### src/i2cm_pkg.sv
package i2cm_pkg;

	// Number of bytes fetched by one burst read.
	localparam int READ_BYTES = 6;
	localparam logic [3:0] READ_BYTES_W = 4'(READ_BYTES);

	// Default depth of the queue between the front stage and the sequencer.
	localparam int QUEUE_DEPTH = 4;

	// Configuration port.
	localparam int CFG_INDEX_W = 3;
	localparam int CFG_DATA_W = 16;

	typedef enum logic [CFG_INDEX_W-1:0] {
		CFG_DEVICE_ADDRESS = 3'd0,
		CFG_OPEN_DRAIN     = 3'd1,
		CFG_HALF_BIT       = 3'd2,
		CFG_STRETCH_TMO    = 3'd3,
		CFG_PHASE_GAP      = 3'd4,
		CFG_BYTE_GAP       = 3'd5
	} cfg_index_t;

	typedef struct packed {
		logic [6:0]  device_address;
		logic        open_drain;
		logic [7:0]  half_bit_ticks;
		logic [15:0] stretch_timeout_ticks;
		logic [15:0] phase_gap_ticks;
		logic [7:0]  byte_gap_ticks;
	} cfg_t;

	// One timebase tick as it travels from the front stage to the sequencer.
	typedef struct packed {
		logic       cmd_valid;
		logic       mode;
		logic [7:0] reg_addr;
		logic [7:0] write_value;
		logic       sda_in;
		logic       scl_in;
	} item_t;

	// Transaction phases.
	typedef enum logic [4:0] {
		PH_IDLE     = 5'd0,
		PH_START_W  = 5'd1,
		PH_ADDR_W   = 5'd2,
		PH_ACK_A    = 5'd3,
		PH_REG      = 5'd4,
		PH_ACK_R    = 5'd5,
		PH_VAL      = 5'd6,
		PH_ACK_V    = 5'd7,
		PH_STOP_END = 5'd8,
		PH_STOP_MID = 5'd9,
		PH_GAP      = 5'd10,
		PH_START_R  = 5'd11,
		PH_ADDR_R   = 5'd12,
		PH_ACK_AR   = 5'd13,
		PH_BGAP     = 5'd14,
		PH_RBYTE    = 5'd15,
		PH_MACK     = 5'd16
	} phase_t;

	// Line operations, one executed per tick unless a wait or clock stretch is pending.
	typedef enum logic [3:0] {
		OP_END  = 4'd0,
		OP_DH   = 4'd1,
		OP_DL   = 4'd2,
		OP_DR   = 4'd3,
		OP_DBIT = 4'd4,
		OP_DACK = 4'd5,
		OP_CH   = 4'd6,
		OP_CL   = 4'd7,
		OP_SMP  = 4'd8,
		OP_GAP  = 4'd9,
		OP_BGAP = 4'd10
	} op_t;

	// Operation sequence used by a phase.
	typedef enum logic [2:0] {
		K_START = 3'd0,
		K_WBIT  = 3'd1,
		K_ACKW  = 3'd2,
		K_STOP  = 3'd3,
		K_GAP   = 3'd4,
		K_BGAP  = 3'd5,
		K_RBIT  = 3'd6,
		K_MACK  = 3'd7
	} kind_t;

	function automatic kind_t kind_of(input phase_t ph);
		kind_t k;
		case (ph)
			PH_IDLE:     k = K_GAP;
			PH_START_W:  k = K_START;
			PH_ADDR_W:   k = K_WBIT;
			PH_ACK_A:    k = K_ACKW;
			PH_REG:      k = K_WBIT;
			PH_ACK_R:    k = K_ACKW;
			PH_VAL:      k = K_WBIT;
			PH_ACK_V:    k = K_ACKW;
			PH_STOP_END: k = K_STOP;
			PH_STOP_MID: k = K_STOP;
			PH_GAP:      k = K_GAP;
			PH_START_R:  k = K_START;
			PH_ADDR_R:   k = K_WBIT;
			PH_ACK_AR:   k = K_ACKW;
			PH_BGAP:     k = K_BGAP;
			PH_RBYTE:    k = K_RBIT;
			PH_MACK:     k = K_MACK;
			default:     k = K_GAP;
		endcase
		return k;
	endfunction

	// Operation at a given position of a sequence; past its end reads OP_END.
	function automatic op_t seq_op(input kind_t k, input logic [2:0] pos);
		op_t op;
		op = OP_END;
		case (k)
			K_START: begin
				case (pos)
					3'd0: op = OP_DH;
					3'd1: op = OP_CH;
					3'd2: op = OP_DL;
					3'd3: op = OP_CL;
					default: op = OP_END;
				endcase
			end
			K_WBIT: begin
				case (pos)
					3'd0: op = OP_DBIT;
					3'd1: op = OP_CH;
					3'd2: op = OP_CL;
					default: op = OP_END;
				endcase
			end
			K_ACKW: begin
				case (pos)
					3'd0: op = OP_DR;
					3'd1: op = OP_CH;
					3'd2: op = OP_CL;
					default: op = OP_END;
				endcase
			end
			K_STOP: begin
				case (pos)
					3'd0: op = OP_CL;
					3'd1: op = OP_DL;
					3'd2: op = OP_CH;
					3'd3: op = OP_DH;
					3'd4: op = OP_DR;
					default: op = OP_END;
				endcase
			end
			K_GAP: begin
				case (pos)
					3'd0: op = OP_GAP;
					default: op = OP_END;
				endcase
			end
			K_BGAP: begin
				case (pos)
					3'd0: op = OP_BGAP;
					3'd1: op = OP_DR;
					default: op = OP_END;
				endcase
			end
			K_RBIT: begin
				case (pos)
					3'd0: op = OP_CH;
					3'd1: op = OP_SMP;
					3'd2: op = OP_CL;
					default: op = OP_END;
				endcase
			end
			K_MACK: begin
				case (pos)
					3'd0: op = OP_CL;
					3'd1: op = OP_DACK;
					3'd2: op = OP_CH;
					3'd3: op = OP_CL;
					3'd4: op = OP_DR;
					default: op = OP_END;
				endcase
			end
			default: op = OP_END;
		endcase
		return op;
	endfunction

endpackage

### src/i2cm_front.sv
module i2cm_front (
	input  logic           clk,
	input  logic           arst_n,
	input  logic           in_valid,
	output logic           in_stall,
	input  logic           cmd_valid,
	input  logic           mode,
	input  logic [7:0]     reg_addr,
	input  logic [7:0]     write_value,
	input  logic           sda_in,
	input  logic           scl_in,
	input  logic           queue_full,
	output logic           push,
	output i2cm_pkg::item_t item_s1
);
	import i2cm_pkg::*;

	logic valid_s1;

	// The stage holds its tick only while the queue has no room for it.
	assign in_stall = valid_s1 & queue_full;
	assign push     = valid_s1 & ~queue_full;

	// Valid flag of the input stage.
	always_ff @(posedge clk or negedge arst_n) begin
		if (!arst_n) begin
			valid_s1 <= 1'b0;
		end else if (!in_stall) begin
			valid_s1 <= in_valid;
		end
	end

	// Payload of the input stage; a command bit is only kept when the tick is real.
	always_ff @(posedge clk) begin
		if (!in_stall && in_valid) begin
			item_s1.cmd_valid   <= cmd_valid;
			item_s1.mode        <= mode;
			item_s1.reg_addr    <= reg_addr;
			item_s1.write_value <= write_value;
			item_s1.sda_in      <= sda_in;
			item_s1.scl_in      <= scl_in;
		end
	end

endmodule

### src/i2cm_queue.sv
module i2cm_queue #(
	parameter int Depth = i2cm_pkg::QUEUE_DEPTH
) (
	input  logic            clk,
	input  logic            arst_n,
	input  logic            push,
	input  i2cm_pkg::item_t push_item,
	output logic            full,
	input  logic            pop,
	output logic            empty,
	output i2cm_pkg::item_t head
);
	import i2cm_pkg::*;

	localparam int PtrW = (Depth > 1) ? $clog2(Depth) : 1;
	localparam int CntW = $clog2(Depth + 1);

	item_t            entries_q [Depth];
	logic [PtrW-1:0]  wr_q;
	logic [PtrW-1:0]  rd_q;
	logic [CntW-1:0]  cnt_q;
	logic             do_push;
	logic             do_pop;

	assign full    = (cnt_q == CntW'(Depth));
	assign empty   = (cnt_q == '0);
	assign do_push = push & ~full;
	assign do_pop  = pop & ~empty;
	assign head    = entries_q[rd_q];

	// Pointers and fill count.
	always_ff @(posedge clk or negedge arst_n) begin
		if (!arst_n) begin
			wr_q  <= '0;
			rd_q  <= '0;
			cnt_q <= '0;
		end else begin
			if (do_push) begin
				wr_q <= (wr_q == PtrW'(Depth - 1)) ? '0 : wr_q + 1'b1;
			end
			if (do_pop) begin
				rd_q <= (rd_q == PtrW'(Depth - 1)) ? '0 : rd_q + 1'b1;
			end
			if (do_push && !do_pop) begin
				cnt_q <= cnt_q + 1'b1;
			end else if (do_pop && !do_push) begin
				cnt_q <= cnt_q - 1'b1;
			end
		end
	end

	// Entry storage.
	always_ff @(posedge clk) begin
		if (do_push) begin
			entries_q[wr_q] <= push_item;
		end
	end

	a_cnt_bound: assert property (@(posedge clk) disable iff (!arst_n)
		cnt_q <= CntW'(Depth))
		else $error("queue fill count exceeds its depth");

	a_cnt_track: assert property (@(posedge clk) disable iff (!arst_n)
		(do_push && !do_pop) |=> cnt_q == $past(cnt_q) + 1'b1)
		else $error("queue fill count missed a transfer in");

endmodule

### src/i2cm_seq.sv
module i2cm_seq (
	input  logic            clk,
	input  logic            arst_n,
	input  i2cm_pkg::cfg_t  cfg,
	input  logic            empty,
	input  i2cm_pkg::item_t head,
	output logic            pop,
	output logic            out_valid,
	input  logic            out_stall,
	output logic            scl_level,
	output logic            sda_level,
	output logic            sda_driven,
	output logic            busy_res,
	output logic            read_valid,
	output logic [7:0]      read_byte,
	output logic            read_last
);
	import i2cm_pkg::*;

	// Sequencer state.
	phase_t      ph_q, ph_n;
	logic [2:0]  sub_q, sub_n;
	logic [2:0]  bit_q, bit_n;
	logic [2:0]  byte_q, byte_n;
	logic [7:0]  shift_q, shift_n;
	logic [15:0] wait_q, wait_n;
	logic        lmode_q, lmode_n;
	logic [7:0]  lreg_q, lreg_n;
	logic [7:0]  lval_q, lval_n;
	logic        str_q, str_n;
	logic        scl_q, scl_n;
	logic        sdal_q, sdal_n;
	logic        sdad_q, sdad_n;

	// Step results.
	logic        rv;
	logic [7:0]  rb;
	logic        rl;
	kind_t       kind;
	op_t         op;
	logic [2:0]  sh;
	logic [2:0]  sub_inc;
	logic        last;
	logic [7:0]  tx;

	// Result register.
	logic        out_valid_q;
	logic        scl_level_q, sda_level_q, sda_driven_q, busy_q;
	logic        read_valid_q, read_last_q;
	logic [7:0]  read_byte_q;

	// One tick is taken from a non-empty queue whenever the result register is free or being drained.
	assign pop = ~empty & (~out_valid_q | ~out_stall);

	assign kind    = kind_of(ph_q);
	assign op      = seq_op(kind, sub_q);
	assign sh      = 3'd7 - bit_q;
	assign sub_inc = sub_q + 3'd1;
	assign last    = ({1'b0, byte_q} + 4'd1) >= READ_BYTES_W;

	// Byte shifted out in the current write phase.
	always_comb begin
		case (ph_q)
			PH_ADDR_W: tx = {cfg.device_address, 1'b0};
			PH_ADDR_R: tx = {cfg.device_address, 1'b1};
			PH_REG:    tx = lreg_q;
			default:   tx = lval_q;
		endcase
	end

	// Next state of the sequencer for one tick.
	always_comb begin
		ph_n    = ph_q;
		sub_n   = sub_q;
		bit_n   = bit_q;
		byte_n  = byte_q;
		shift_n = shift_q;
		wait_n  = wait_q;
		lmode_n = lmode_q;
		lreg_n  = lreg_q;
		lval_n  = lval_q;
		str_n   = str_q;
		scl_n   = scl_q;
		sdal_n  = sdal_q;
		sdad_n  = sdad_q;
		rv      = 1'b0;
		rb      = 8'd0;
		rl      = 1'b0;
		if (ph_q == PH_IDLE) begin
			if (head.cmd_valid) begin
				lmode_n = head.mode;
				lreg_n  = head.reg_addr;
				lval_n  = head.write_value;
				ph_n    = PH_START_W;
				sub_n   = 3'd0;
				bit_n   = 3'd0;
				byte_n  = 3'd0;
				wait_n  = 16'd0;
				str_n   = 1'b0;
			end
		end else if (str_q) begin
			// Clock stretching: wait for the line or give up at the timeout.
			if (head.scl_in || wait_q >= cfg.stretch_timeout_ticks) begin
				str_n  = 1'b0;
				wait_n = {8'd0, cfg.half_bit_ticks};
			end else begin
				wait_n = wait_q + 16'd1;
			end
		end else if (wait_q != 16'd0) begin
			wait_n = wait_q - 16'd1;
		end else begin
			case (op)
				OP_DH: begin
					sdad_n = ~cfg.open_drain;
					sdal_n = 1'b1;
				end
				OP_DL: begin
					sdad_n = 1'b1;
					sdal_n = 1'b0;
				end
				OP_DR: begin
					sdad_n = 1'b0;
					sdal_n = 1'b1;
				end
				OP_DBIT: begin
					sdad_n = tx[sh] ? ~cfg.open_drain : 1'b1;
					sdal_n = tx[sh];
				end
				OP_DACK: begin
					sdad_n = last ? ~cfg.open_drain : 1'b1;
					sdal_n = last;
				end
				OP_CH: begin
					scl_n = 1'b1;
					if (cfg.open_drain) begin
						str_n  = 1'b1;
						wait_n = 16'd0;
					end else begin
						wait_n = {8'd0, cfg.half_bit_ticks};
					end
				end
				OP_CL: begin
					scl_n  = 1'b0;
					wait_n = {8'd0, cfg.half_bit_ticks};
				end
				OP_SMP: begin
					shift_n     = shift_q;
					shift_n[sh] = shift_q[sh] | head.sda_in;
					if (sh == 3'd0) begin
						rv = 1'b1;
						rb = shift_n;
						rl = last;
					end
				end
				OP_GAP: wait_n = cfg.phase_gap_ticks;
				OP_BGAP: begin
					wait_n  = {8'd0, cfg.byte_gap_ticks};
					shift_n = 8'd0;
				end
				default: ;
			endcase
			// Advance within the sequence, then over bits, then over phases.
			if (sub_inc >= 3'd6 || seq_op(kind, sub_inc) == OP_END) begin
				sub_n = 3'd0;
				if ((kind == K_WBIT || kind == K_RBIT) && bit_q < 3'd7) begin
					bit_n = bit_q + 3'd1;
				end else begin
					bit_n = 3'd0;
					case (ph_q)
						PH_ACK_R:    ph_n = lmode_q ? PH_STOP_MID : PH_VAL;
						PH_STOP_END: ph_n = PH_IDLE;
						PH_ACK_AR: begin
							byte_n = 3'd0;
							ph_n   = PH_BGAP;
						end
						PH_MACK: begin
							if (last) begin
								ph_n = PH_STOP_END;
							end else begin
								byte_n = byte_q + 3'd1;
								ph_n   = PH_BGAP;
							end
						end
						default: ph_n = phase_t'(ph_q + 5'd1);
					endcase
				end
			end else begin
				sub_n = sub_inc;
			end
		end
	end

	// Sequencer control state.
	always_ff @(posedge clk or negedge arst_n) begin
		if (!arst_n) begin
			ph_q    <= PH_IDLE;
			sub_q   <= 3'd0;
			bit_q   <= 3'd0;
			byte_q  <= 3'd0;
			shift_q <= 8'd0;
			wait_q  <= 16'd0;
			lmode_q <= 1'b0;
			lreg_q  <= 8'd0;
			lval_q  <= 8'd0;
			str_q   <= 1'b0;
			scl_q   <= 1'b1;
			sdal_q  <= 1'b1;
			sdad_q  <= 1'b0;
		end else if (pop) begin
			ph_q    <= ph_n;
			sub_q   <= sub_n;
			bit_q   <= bit_n;
			byte_q  <= byte_n;
			shift_q <= shift_n;
			wait_q  <= wait_n;
			lmode_q <= lmode_n;
			lreg_q  <= lreg_n;
			lval_q  <= lval_n;
			str_q   <= str_n;
			scl_q   <= scl_n;
			sdal_q  <= sdal_n;
			sdad_q  <= sdad_n;
		end
	end

	// Output valid flag.
	always_ff @(posedge clk or negedge arst_n) begin
		if (!arst_n) begin
			out_valid_q <= 1'b0;
		end else if (pop) begin
			out_valid_q <= 1'b1;
		end else if (!out_stall) begin
			out_valid_q <= 1'b0;
		end
	end

	// Output payload, loaded with each tick's line levels and read byte.
	always_ff @(posedge clk) begin
		if (pop) begin
			scl_level_q  <= scl_n;
			sda_level_q  <= sdad_n ? sdal_n : 1'b1;
			sda_driven_q <= sdad_n;
			busy_q       <= (ph_n != PH_IDLE);
			read_valid_q <= rv;
			read_byte_q  <= rb;
			read_last_q  <= rl;
		end
	end

	assign out_valid  = out_valid_q;
	assign scl_level  = scl_level_q;
	assign sda_level  = sda_level_q;
	assign sda_driven = sda_driven_q;
	assign busy_res   = busy_q;
	assign read_valid = read_valid_q;
	assign read_byte  = read_byte_q;
	assign read_last  = read_last_q;

	a_idle_quiet: assert property (@(posedge clk) disable iff (!arst_n)
		(ph_q == PH_IDLE) |-> (!str_q && wait_q == 16'd0 && sub_q == 3'd0))
		else $error("idle sequencer holds a pending wait or sequence position");

	a_read_phase: assert property (@(posedge clk) disable iff (!arst_n)
		(pop && rv) |-> (ph_q == PH_RBYTE && bit_q == 3'd7))
		else $error("read byte completed outside the last bit of a read byte");

	a_stretch_od: assert property (@(posedge clk) disable iff (!arst_n)
		(pop && !str_q && str_n) |-> cfg.open_drain)
		else $error("clock stretch wait entered in push-pull mode");

endmodule

### src/i2c_master_register_access.sv
// Bit-level I2C master for register writes and six-byte burst reads. Each
// input transfer is one timebase tick carrying the sampled SDA/SCL levels and
// an optional command; each tick gives exactly one output transfer with the
// clock and data line levels to drive, the busy flag, and any byte just read
// (read_valid, read_byte, read_last on the final byte of a burst). A command
// is taken only while the master is idle. The block takes one tick per clock
// cycle while the output side does not stall: a one-tick sequencer step behind
// an input register and a small queue sets that figure; a tick passes via the
// input register and a queue entry to the output register. The queue lets the
// input side keep accepting while the output side is stalled, until it fills.
// Configuration registers are written through cfg_we/cfg_index/cfg_data and
// take effect from the next tick; indexes beyond the list are ignored.
module i2c_master_register_access #(
	parameter int QueueDepth = i2cm_pkg::QUEUE_DEPTH
) (
	input  logic                             clk,
	input  logic                             arst_n,
	input  logic                             cfg_we,
	input  logic [i2cm_pkg::CFG_INDEX_W-1:0] cfg_index,
	input  logic [i2cm_pkg::CFG_DATA_W-1:0]  cfg_data,
	input  logic                             in_valid,
	output logic                             in_stall,
	input  logic                             cmd_valid,
	input  logic                             mode,
	input  logic [7:0]                       reg_addr,
	input  logic [7:0]                       write_value,
	input  logic                             sda_in,
	input  logic                             scl_in,
	output logic                             out_valid,
	input  logic                             out_stall,
	output logic                             scl_level,
	output logic                             sda_level,
	output logic                             sda_driven,
	output logic                             busy_res,
	output logic                             read_valid,
	output logic [7:0]                       read_byte,
	output logic                             read_last
);
	import i2cm_pkg::*;

	cfg_t  cfg_q;
	item_t item_s1;
	item_t head;
	logic  push;
	logic  queue_full;
	logic  pop;
	logic  empty;

	// Configuration registers.
	always_ff @(posedge clk or negedge arst_n) begin
		if (!arst_n) begin
			cfg_q.device_address        <= 7'd82;
			cfg_q.open_drain            <= 1'b0;
			cfg_q.half_bit_ticks        <= 8'd1;
			cfg_q.stretch_timeout_ticks <= 16'd100;
			cfg_q.phase_gap_ticks       <= 16'd1000;
			cfg_q.byte_gap_ticks        <= 8'd40;
		end else if (cfg_we) begin
			case (cfg_index)
				CFG_DEVICE_ADDRESS: cfg_q.device_address        <= cfg_data[6:0];
				CFG_OPEN_DRAIN:     cfg_q.open_drain            <= cfg_data[0];
				CFG_HALF_BIT:       cfg_q.half_bit_ticks        <= cfg_data[7:0];
				CFG_STRETCH_TMO:    cfg_q.stretch_timeout_ticks <= cfg_data;
				CFG_PHASE_GAP:      cfg_q.phase_gap_ticks       <= cfg_data;
				CFG_BYTE_GAP:       cfg_q.byte_gap_ticks        <= cfg_data[7:0];
				default: ;
			endcase
		end
	end

	// Input stage.
	i2cm_front u_front (
		.clk         (clk),
		.arst_n      (arst_n),
		.in_valid    (in_valid),
		.in_stall    (in_stall),
		.cmd_valid   (cmd_valid),
		.mode        (mode),
		.reg_addr    (reg_addr),
		.write_value (write_value),
		.sda_in      (sda_in),
		.scl_in      (scl_in),
		.queue_full  (queue_full),
		.push        (push),
		.item_s1     (item_s1)
	);

	// Tick queue between the input stage and the sequencer.
	i2cm_queue #(
		.Depth (QueueDepth)
	) u_queue (
		.clk       (clk),
		.arst_n    (arst_n),
		.push      (push),
		.push_item (item_s1),
		.full      (queue_full),
		.pop       (pop),
		.empty     (empty),
		.head      (head)
	);

	// Bus sequencer and output register.
	i2cm_seq u_seq (
		.clk        (clk),
		.arst_n     (arst_n),
		.cfg        (cfg_q),
		.empty      (empty),
		.head       (head),
		.pop        (pop),
		.out_valid  (out_valid),
		.out_stall  (out_stall),
		.scl_level  (scl_level),
		.sda_level  (sda_level),
		.sda_driven (sda_driven),
		.busy_res   (busy_res),
		.read_valid (read_valid),
		.read_byte  (read_byte),
		.read_last  (read_last)
	);

endmodule
### config.mk
export PLATFORM = sky130hd
export DESIGN_NAME = i2c_master_register_access
export DESIGN_NICKNAME = d
export VERILOG_FILES = /design/src/i2cm_pkg.sv /design/src/i2cm_front.sv /design/src/i2cm_queue.sv /design/src/i2cm_seq.sv /design/src/i2c_master_register_access.sv
export SDC_FILE = /design/constraint.sdc
export NUM_CORES = 1
export LEC_CHECK = 0
export CAP_MARGIN = 20
export CORE_ASPECT_RATIO = 0.5
export CORE_UTILIZATION = 35
export CTS_CLUSTER_DIAMETER = 120
export CTS_CLUSTER_SIZE = 12
export DETAILED_ROUTE_END_ITERATION = 10
export DONT_BUFFER_PORTS = 1
export GPL_ROUTABILITY_DRIVEN = 0
export PLACE_DENSITY_LB_ADDON = 0.12
export SLEW_MARGIN = 20
export SYNTH_ARGS = -nofsm -noshare
export SYNTH_HDL_FRONTEND = slang
export SYNTH_SLANG_ARGS = --single-unit
### constraint.sdc
create_clock -name clk -period 8.49 [get_ports clk]
set_clock_uncertainty 0.15 [all_clocks]
set_input_delay 2.547 -clock clk [delete_from_list [all_inputs] [get_ports clk]]
set_output_delay 2.547 -clock clk [all_outputs]
set_load 0.02 [all_outputs]
# Word-level counts from Yosys, hierarchy flattened
# Memories as Yosys holds them, arrays and structs flattened.
# Index checks and enable logic that the tools add are counted.
[classes]
n_eq_ne = 46
n_lt_le_gt_ge = 6
n_mux = 93
addsub = 12
n_bitwise = 17
reduce_logical = 44
[op_table]
columns = ["cell", "n"]
rows = [
  ["$mux 16", 5],
  ["$pmux 16 s4", 1],
  ["$pmux 4 s8", 2],
  ["$mux 3", 19],
  ["$pmux 3 s4", 4],
  ["$pmux 3 s3", 4],
  ["$mux 5", 6],
  ["$pmux 3 s5", 2],
  ["$eq 3x3->1 const B", 9],
  ["$mux 1", 26],
  ["$eq 3x2->1 const B", 8],
  ["$mux 4", 6],
  ["$pmux 4 s3", 2],
  ["$pmux 8 s3", 1],
  ["$pmux 5 s4", 1],
  ["$logic_not 3->1", 6],
  ["$add 16x1->16 const B", 1],
  ["$eq 4x3->1 const B", 4],
  ["$ge 16x16->1", 1],
  ["$pmux 4 s2", 2],
  ["$pmux 8 s2", 1],
  ["$reduce_bool 16->1", 1],
  ["$sub 16x1->16 const B", 1],
  ["$eq 5x4->1 const B", 3],
  ["51 further kinds", 102],
]
[totals]
ff_bits = 158
word_cells = 257
input_bits = 44
mem_bits_ro = 96
output_inout_bits = 16
memories = 2
ramBits = 80
[mem_list]
columns = ["memory", "depth", "width", "read_ports", "rd_clocked_by_memory_dff", "write_ports", "line_no", "rtl"]
rows = [
  ["(name not given)", 32, 3, 1, 0, 0, "i2cm_pkg.sv:92", "case (ph)"],
  ["u_queue.entries_q", 4, 20, 1, 0, 1, "i2cm_queue.sv:18", "item_t entries_q [Depth];"],
]

# Depth between registers and ports, before layout
# Gate-level depths: netlist (run 1).
[depth]
ltp_word = 15
mapped_depth = 15
mapped_depth_nobuf = 11

# By module
# From an unflattened synthesis (run 1), not the netlist that was laid out.
[hier_totals]
hier_cells = 1012
hier_area_um2 = 12439.4
[modules_own_cells]
columns = ["module", "cells_each", "instances", "area_per_inst_um2"]
rows = [
  ["i2cm_seq", 723, 1, 6272.3],
  ["i2cm_queue", 141, 1, 3340.7],
  ["i2c_master_register_access", 123, 1, 2168.3],
  ["i2cm_front", 25, 1, 658.1],
]

# Worst setup path after synthesis (run 1)
# OpenSTA, ideal clock, no wires.
[synth_timing]
path_kind = "input port to flip-flop"
startpoint = "input port out_stall"
endpoint = "register u_seq.bit_q[0]"
cell_stages = 7
path_slack_ns = 3.967
t_required_ns = 8.215
t_arrival_ns = 4.248
path_buffers = 1
setup_ns = 0.125
path_cell_list = "a21o_1 inv_1 nand3_1 nor2b_1 clkbuf_1 nor2_1 mux2_2"
[synth_via]
elab_chain_len = 4
[synth_lines]
columns = ["item", "line_no", "rtl"]
rows = [
  ["from (decl)", "i2c_master_register_access.sv:30", "input logic out_stall,"],
  ["$not 1->1", "i2cm_seq.sv:53", "assign pop = ~empty & (~out_valid_q | ~out_stall);"],
  ["$or 1x1->1", "i2cm_seq.sv:53", ""],
  ["$and 1x1->1", "i2cm_seq.sv:53", ""],
  ["via pop", "i2c_master_register_access.sv:46", "logic pop;"],
  ["$reduce_and 5->1 (no line)", "n/a", ""],
  ["to (signal assigned)", "i2cm_seq.sv:212", "bit_q <= bit_n;"],
  ["to (decl)", "i2cm_seq.sv:23", "logic [2:0] bit_q, bit_n;"],
]
# The timed path passes the listed nets, and every way through them passes these cells.
# A chain may end at the register's enable or synchronous reset.

# Worst setup path in the final report (run 1)
# Ends and elaborated chain as after synthesis.

==> flow_metrics.tcl, run 1 <==
set metrics [dict create \
    end_kind "flop" \
    drtPass1Iterations 5 \
    n_antenna_cell 0 \
    setup_viol 0 \
    via_count 8603 \
    synth_cell_type_count 93 \
    io_pins 60 \
    worstSkewPairLatency_ns 0.55 \
    syn-num-nets 1171 \
    htreeDepth 1 \
    peakVddDrop_v 0.000127 \
    area_delta_synth_final_pct 9.55 \
    cts_tree "yes" \
    synth_top_area_cell "edfxtp_1" \
    start_util_pct 35.9 \
    cts_setup_buffers 0 \
    grt_pass1_wl_mm 48.9 \
    status "complete, no violations" \
    die_width_microns 269 \
    track_usage_pct 17.2 \
    fmax_mhz 201 \
    synth.top_cell.area_share_pct 27.5 \
    via_per_inst 5.51 \
    nNetsFinal 1154 \
    root_buffer "clkbuf_16" \
    totalPowerFinal_w 0.00342 \
    synth-edff-count 114 \
    layout-drive-gt1-share_pct 17.0 \
    cpMaxStageDelayCell "nand3_1" \
    yosys_warnings 0 \
    drc 0 \
    maxCapViolations 0 \
    async_flop_share_pct 52.1 \
    wl_per_cell_microns 19.6 \
    ctsHoldBuffers 0 \
    startpoint_type "primary input" \
    seq_area_frac_synth_pct 52.5 \
    power_density_nw_per_um2 250 \
    rsz0062_at_grt "no" \
    syn_area_sq_um 12500 \
    path_class "primary input to flop" \
    grt_pass1_vias 8469 \
    row_count 48 \
    cp_max_fo 18 \
    design.core.area_sq_um 34800 \
    hold_class "flop to flop" \
    crit_required_ns 8.78 \
    clockBufferDepth 3 \
    cts_buffers 23 \
    slew_headroom_pct 31.2 \
    dp_hpwl_mm 21.1 \
    worstMarginPinSlew_ns 1.03 \
    cts.repair.resized 0 \
    min_period_ns 4.97 \
    synthesis.instances 1086 \
    first_iter_violations 600 \
    synth.area.top_cells "edfxtp_1 27%, dfrtp_1 21%, mux2_2 6.5%" \
    synth-seq-cells 238 \
    crit_path_cell_trace "a21o_1 > inv_1 > nand3_1 > nor2b_1 > nor2_1 > mux2_2" \
    ant_nets 0 \
    clkTransAtPathRegs_ns 0.07 \
    dieArea_sq_um 36400 \
    slew_violations 0 \
    synth-main-ff-cell "edfxtp_1" \
    post-route-period-util_pct 58.6 \
    synth.avg_cell_area_sq_um 11.5 \
    total_leakage_power_nw 5.10 \
    final_hold_viol_count 0 \
    die_h_microns 135 \
    wirelength_mm 30.6 \
    grt_antenna_before_repair 0 \
    port-buffer-count 0 \
    grt_remaining_overflow 0 \
    clock-sinks 238 \
    arrival_ns 5.26 \
    grt_max_degree 125 \
    fin_tns_setup_ns 0 \
    cpPeakStageDelay_ns 0.79 \
]
[critical path, delay by kind of cell]
kind,cells,cell delay [ns]
AOI/OAI and AO/OA,1,0.31
buffers and inverters,1,0.67
muxes,1,0.34
and+or+nand+nor,3,1.39
[placed cells by master (no fill, tap or decap), types with 24 or more instances in the layout]
cell,n
a21oi_1,36
nand2_1,78
edfxtp_1,114
ha_1,40
mux2_2,72
inv_1,48
nor2_1,74
o21ai_0,68
dfrtp_1,107
nand3_1,30
nor3_1,24
[synth_stat cells (5+ instances only)]
cell,number
edfxtp_1,114
dfrtp_1,107
nand2_1,78
nor2_1,74
mux2_2,72
o21ai_0,68
inv_1,48
clkbuf_1,41
ha_1,40
a21oi_1,36
nand3_1,30
nor3_1,25
a211oi_1,22
mux4_2,19
a21o_1,18
dfstp_2,17
o211ai_1,17
a31oi_1,16
buf_2,12
xnor2_1,12
nand2b_1,11
a221oi_1,10
mux2i_1,10
o21ai_1,10
nor4_1,8
or2_2,8
a22oi_1,7
nor2b_1,7
nor3b_1,7
o31ai_1,7
or3_1,7
xor2_1,7
and2_1,6
nand4_1,6
o21a_1,5
o311ai_0,5
[through the flow]
stage	instances	setup slack, ns	utilization, %	hold slack, ns	cell area, sq um
floorplan	1086	3.97	-	0.298	12500
global placement	1513	2.98	37.2	0.310	12900
detailed placement	1517	2.87	37.3	0.319	13000
CTS	1559	3.46	39.2	0.329	13600
global route	1561	3.27	39.3	0.349	13700
finish	1561	3.52	39.3	0.327	13700
[final timing paths]
kind,startpoint,endpoint,slack [ns],depth (start not counted)
hold reg to reg,u_seq.sdal_q$_DFFE_PN1P_,u_seq.sdal_q$_DFFE_PN1P_,0.33,2
min in group asynchronous,arst_n,u_seq.ph_q[2]$_DFFE_PN0P_,1.56,0
hold / removal,u_seq.sdal_q$_DFFE_PN1P_,u_seq.sdal_q$_DFFE_PN1P_,0.33,2
setup reg to reg,u_seq.ph_q[0]$_DFFE_PN0P_,u_seq.wait_q[3]$_DFFE_PN0P_,3.91,12
max in group asynchronous,arst_n,cfg_q[13]$_DFFE_PN1P_,6.34,0
setup / recovery,out_stall,u_seq.bit_q[0]$_DFFE_PN0P_,3.52,6
[cell families after synthesis]
family,share of synthesized area (%)
simple gates,12.5
buf+inv,3.41
xor+xnor,1.33
mux,10.7
flops,52.5
fa+ha+maj,4.17
compound gates,15.3
[flip-flops by register name (all words and copies together) (netlist names), 5 cells and up]
signal and flops:
u_seq.lval_q 8, u_seq.wait_q 16, u_seq.lreg_q 8, u_seq.shift_q 8
cfg_q 56, u_front.item_s1 20, u_queue.entries_q 80, u_seq.read_byte 8
u_seq.ph_q 5
[cell type report]
cell class | instances | area [sq um]
clock inverter | 1 | 20.0
timing repair buffer | 16 | 134
clock buffer | 41 | 653
multi-input combinational | 742 | 5530
inverter | 48 | 180
sequential | 238 | 6550
fill | 3351 | 21100
tap | 475 | 594
[power by group]
group	internal, W	switching (W)	total (W)
sequential	0.00147	0.000176	0.00164
combinational	0.000360	0.000447	0.000807
clock	0.000522	0.000450	0.000972
[layer usage]
metal  up-vias  GRT usage (%)  wire (microns)  share of wire, %
met5         -              0               0                 0
met4         0           3.76             536               1.7
met3        45           3.24            1130               3.7
met2       150           27.6           14200                46
met1      4342           24.1           14800                48
li1       4066              -               -                 -
Power figures use the tool's default switching activity.
==> run 2, diff against run 1 <==
clock period = 4.7 ns   (was 8.49 ns; I/O delays follow)
==> flow_metrics.tcl, run 2 (synthesis gave the netlist of run 1 again) <==
set metrics [dict create \
    worstMarginPinSlew_ns 0.963 \
    clkTransAtPathRegs_ns 0.07 \
    io_pins 60 \
    post-route-period-util_pct 86.4 \
    startpoint_type "flop" \
    design.core.area_sq_um 34800 \
    via_count 8661 \
    grt_pass1_wl_mm 49.9 \
    endpoint "u_seq.scl_q$_DFFE_PN1P_" \
    grt_antenna_before_repair 0 \
    grt_max_degree 125 \
    end_kind "flop" \
    highest_layer "met4" \
    cts_tree "yes" \
    grt_pass1_vias 8641 \
    worstReg2RegEnd "u_seq.scl_q$_DFFE_PN1P_" \
    min_period_ns 4.06 \
    wirelength_mm 31.3 \
    r2r_cells 11 \
    cts_setup_buffers 0 \
    hold_class "flop to flop" \
    ctsHoldBuffers 0 \
    status "complete, no violations" \
    dp_cells 1531 \
    drc 0 \
    die_width_microns 269 \
    area_delta_synth_final_pct 10.1 \
    nNetsFinal 1167 \
    drtPass1Iterations 5 \
    layout_common_cells "114 x edfxtp_1, 107 x dfrtp_1, 78 x nand2_1" \
    power_density_nw_per_um2 451 \
    top_regs "u_queue.entries_q (80), cfg_q (56), u_front.item_s1 (20)" \
    root_buffer "clkbuf_16" \
    first_iter_violations 638 \
    largest_register_ffs 80 \
    fin_cells 1574 \
    port-buffer-count 0 \
    maxCapViolations 0 \
    arrival_ns 4.37 \
    row_count 48 \
    ant_nets 0 \
    n_antenna_cell 0 \
    wl_per_cell_microns 19.9 \
    die_h_microns 135 \
    slew_violations 0 \
    fmax_mhz 246 \
    final_common_cell "edfxtp_1" \
    track_usage_pct 17.6 \
    path_class "flop to flop" \
    total_leakage_power_nw 5.15 \
    crit_path_start "u_seq.ph_q[0]$_DFFE_PN0P_" \
    setup_viol 0 \
    peakVddDrop_v 0.000240 \
    fin_tns_setup_ns 0 \
    wl_met2_mm 14.3 \
    via_per_inst 5.50 \
    r2r_slack_ns 0.64 \
    dp_hpwl_mm 21.7 \
    grt_remaining_overflow 0 \
    crit_required_ns 5.02 \
    wl_met1_mm 14.9 \
    cts_buffers 23 \
    final_hold_viol_count 0 \
    clock-sinks 238 \
    cts.repair.resized 0 \
    start_util_pct 35.9 \
    cp_max_fo 10 \
    wl_met3_mm 1.30 \
    dieArea_sq_um 36400 \
    r2r-start "u_seq.ph_q[0]$_DFFE_PN0P_" \
    slew_headroom_pct 35.8 \
    largest-register "u_queue.entries_q" \
    worstSkewPairLatency_ns 0.55 \
    htreeDepth 1 \
    clockBufferDepth 3 \
    rsz0062_at_grt "no" \
    layout-drive-gt1-share_pct 17.8 \
]
[run 2: cell types whose count changed in the layout (fill, tap and decap cells not counted)]
cell      delta
buf_2        -1
nor4bb_2     +1
and2_1       +2
buf_8        -2
buf_4       +17
nor4bb_4     -1
buf_6        -1
and2_2       -2
[run 2: power breakdown]
part | internal, W | leakage (nW) | switching (W) | total, W
registers | 0.00265 | 2.57 | 0.000360 | 0.00301
clock network | 0.000943 | 0.320 | 0.000805 | 0.00175
logic | 0.000651 | 2.26 | 0.000787 | 0.00144
[run 2: per-layer routing]
layer / vias up / GRT usage, %
li1: 4095 / -
met1: 4314 / 24.8
met2: 202 / 28.1
met3: 50 / 2.76
met4: 0 / 4.64
met5: - / 0
[run 2: worst min-delay path by stage]
stage                                        start                  endpoint  slack, ns  depth (start not counted)
after floorplan           u_seq.sdal_q$_DFFE_PN1P_  u_seq.sdal_q$_DFFE_PN1P_       0.30                          2
after global placement    u_seq.sdal_q$_DFFE_PN1P_  u_seq.sdal_q$_DFFE_PN1P_       0.31                          2
after detailed placement  u_seq.sdal_q$_DFFE_PN1P_  u_seq.sdal_q$_DFFE_PN1P_       0.32                          2
after CTS                 u_seq.sdal_q$_DFFE_PN1P_  u_seq.sdal_q$_DFFE_PN1P_       0.33                          2
after global routing      u_seq.sdal_q$_DFFE_PN1P_  u_seq.sdal_q$_DFFE_PN1P_       0.36                          2
final                     u_seq.sdal_q$_DFFE_PN1P_  u_seq.sdal_q$_DFFE_PN1P_       0.32                          2
[run 2: final cells by class]
cell class | count | area (sq um)
inverter | 48 | 180
sequential | 238 | 6550
clock inverter | 1 | 20.0
fill | 3302 | 21000
timing repair buffer | 29 | 215
multi-input combinational | 742 | 5520
clock buffer | 41 | 653
tap | 475 | 594
[run 2: metrics by stage]
stage / power (W) / hold WS [ns] / util, % / setup slack (ns) / cell area, sq um
floorplan: 0.00401 / 0.298 / - / 1.29 / 12500
global placement: 0.00447 / 0.315 / 37.5 / 0.834 / 13000
detailed placement: 0.00450 / 0.320 / 37.5 / 0.786 / 13000
CTS: 0.00628 / 0.330 / 39.5 / 0.749 / 13700
global route: 0.00656 / 0.363 / 39.5 / 0.229 / 13700
finish: 0.00620 / 0.325 / 39.5 / 0.641 / 13700
[run 2: worst max-delay path, cell delays in order, from the launching register on]
cell and delay [ns]:
dfrtp_1 0.49, inv_1 0.12, ha_1 0.29, nand4bb_1 0.29, o21ai_1 0.28, o21ai_0 0.24, a2111oi_0 0.71, a311o_1 0.26
nor2_1 0.18, nor3_1 0.30, mux2_2 0.39, mux2_2 0.27
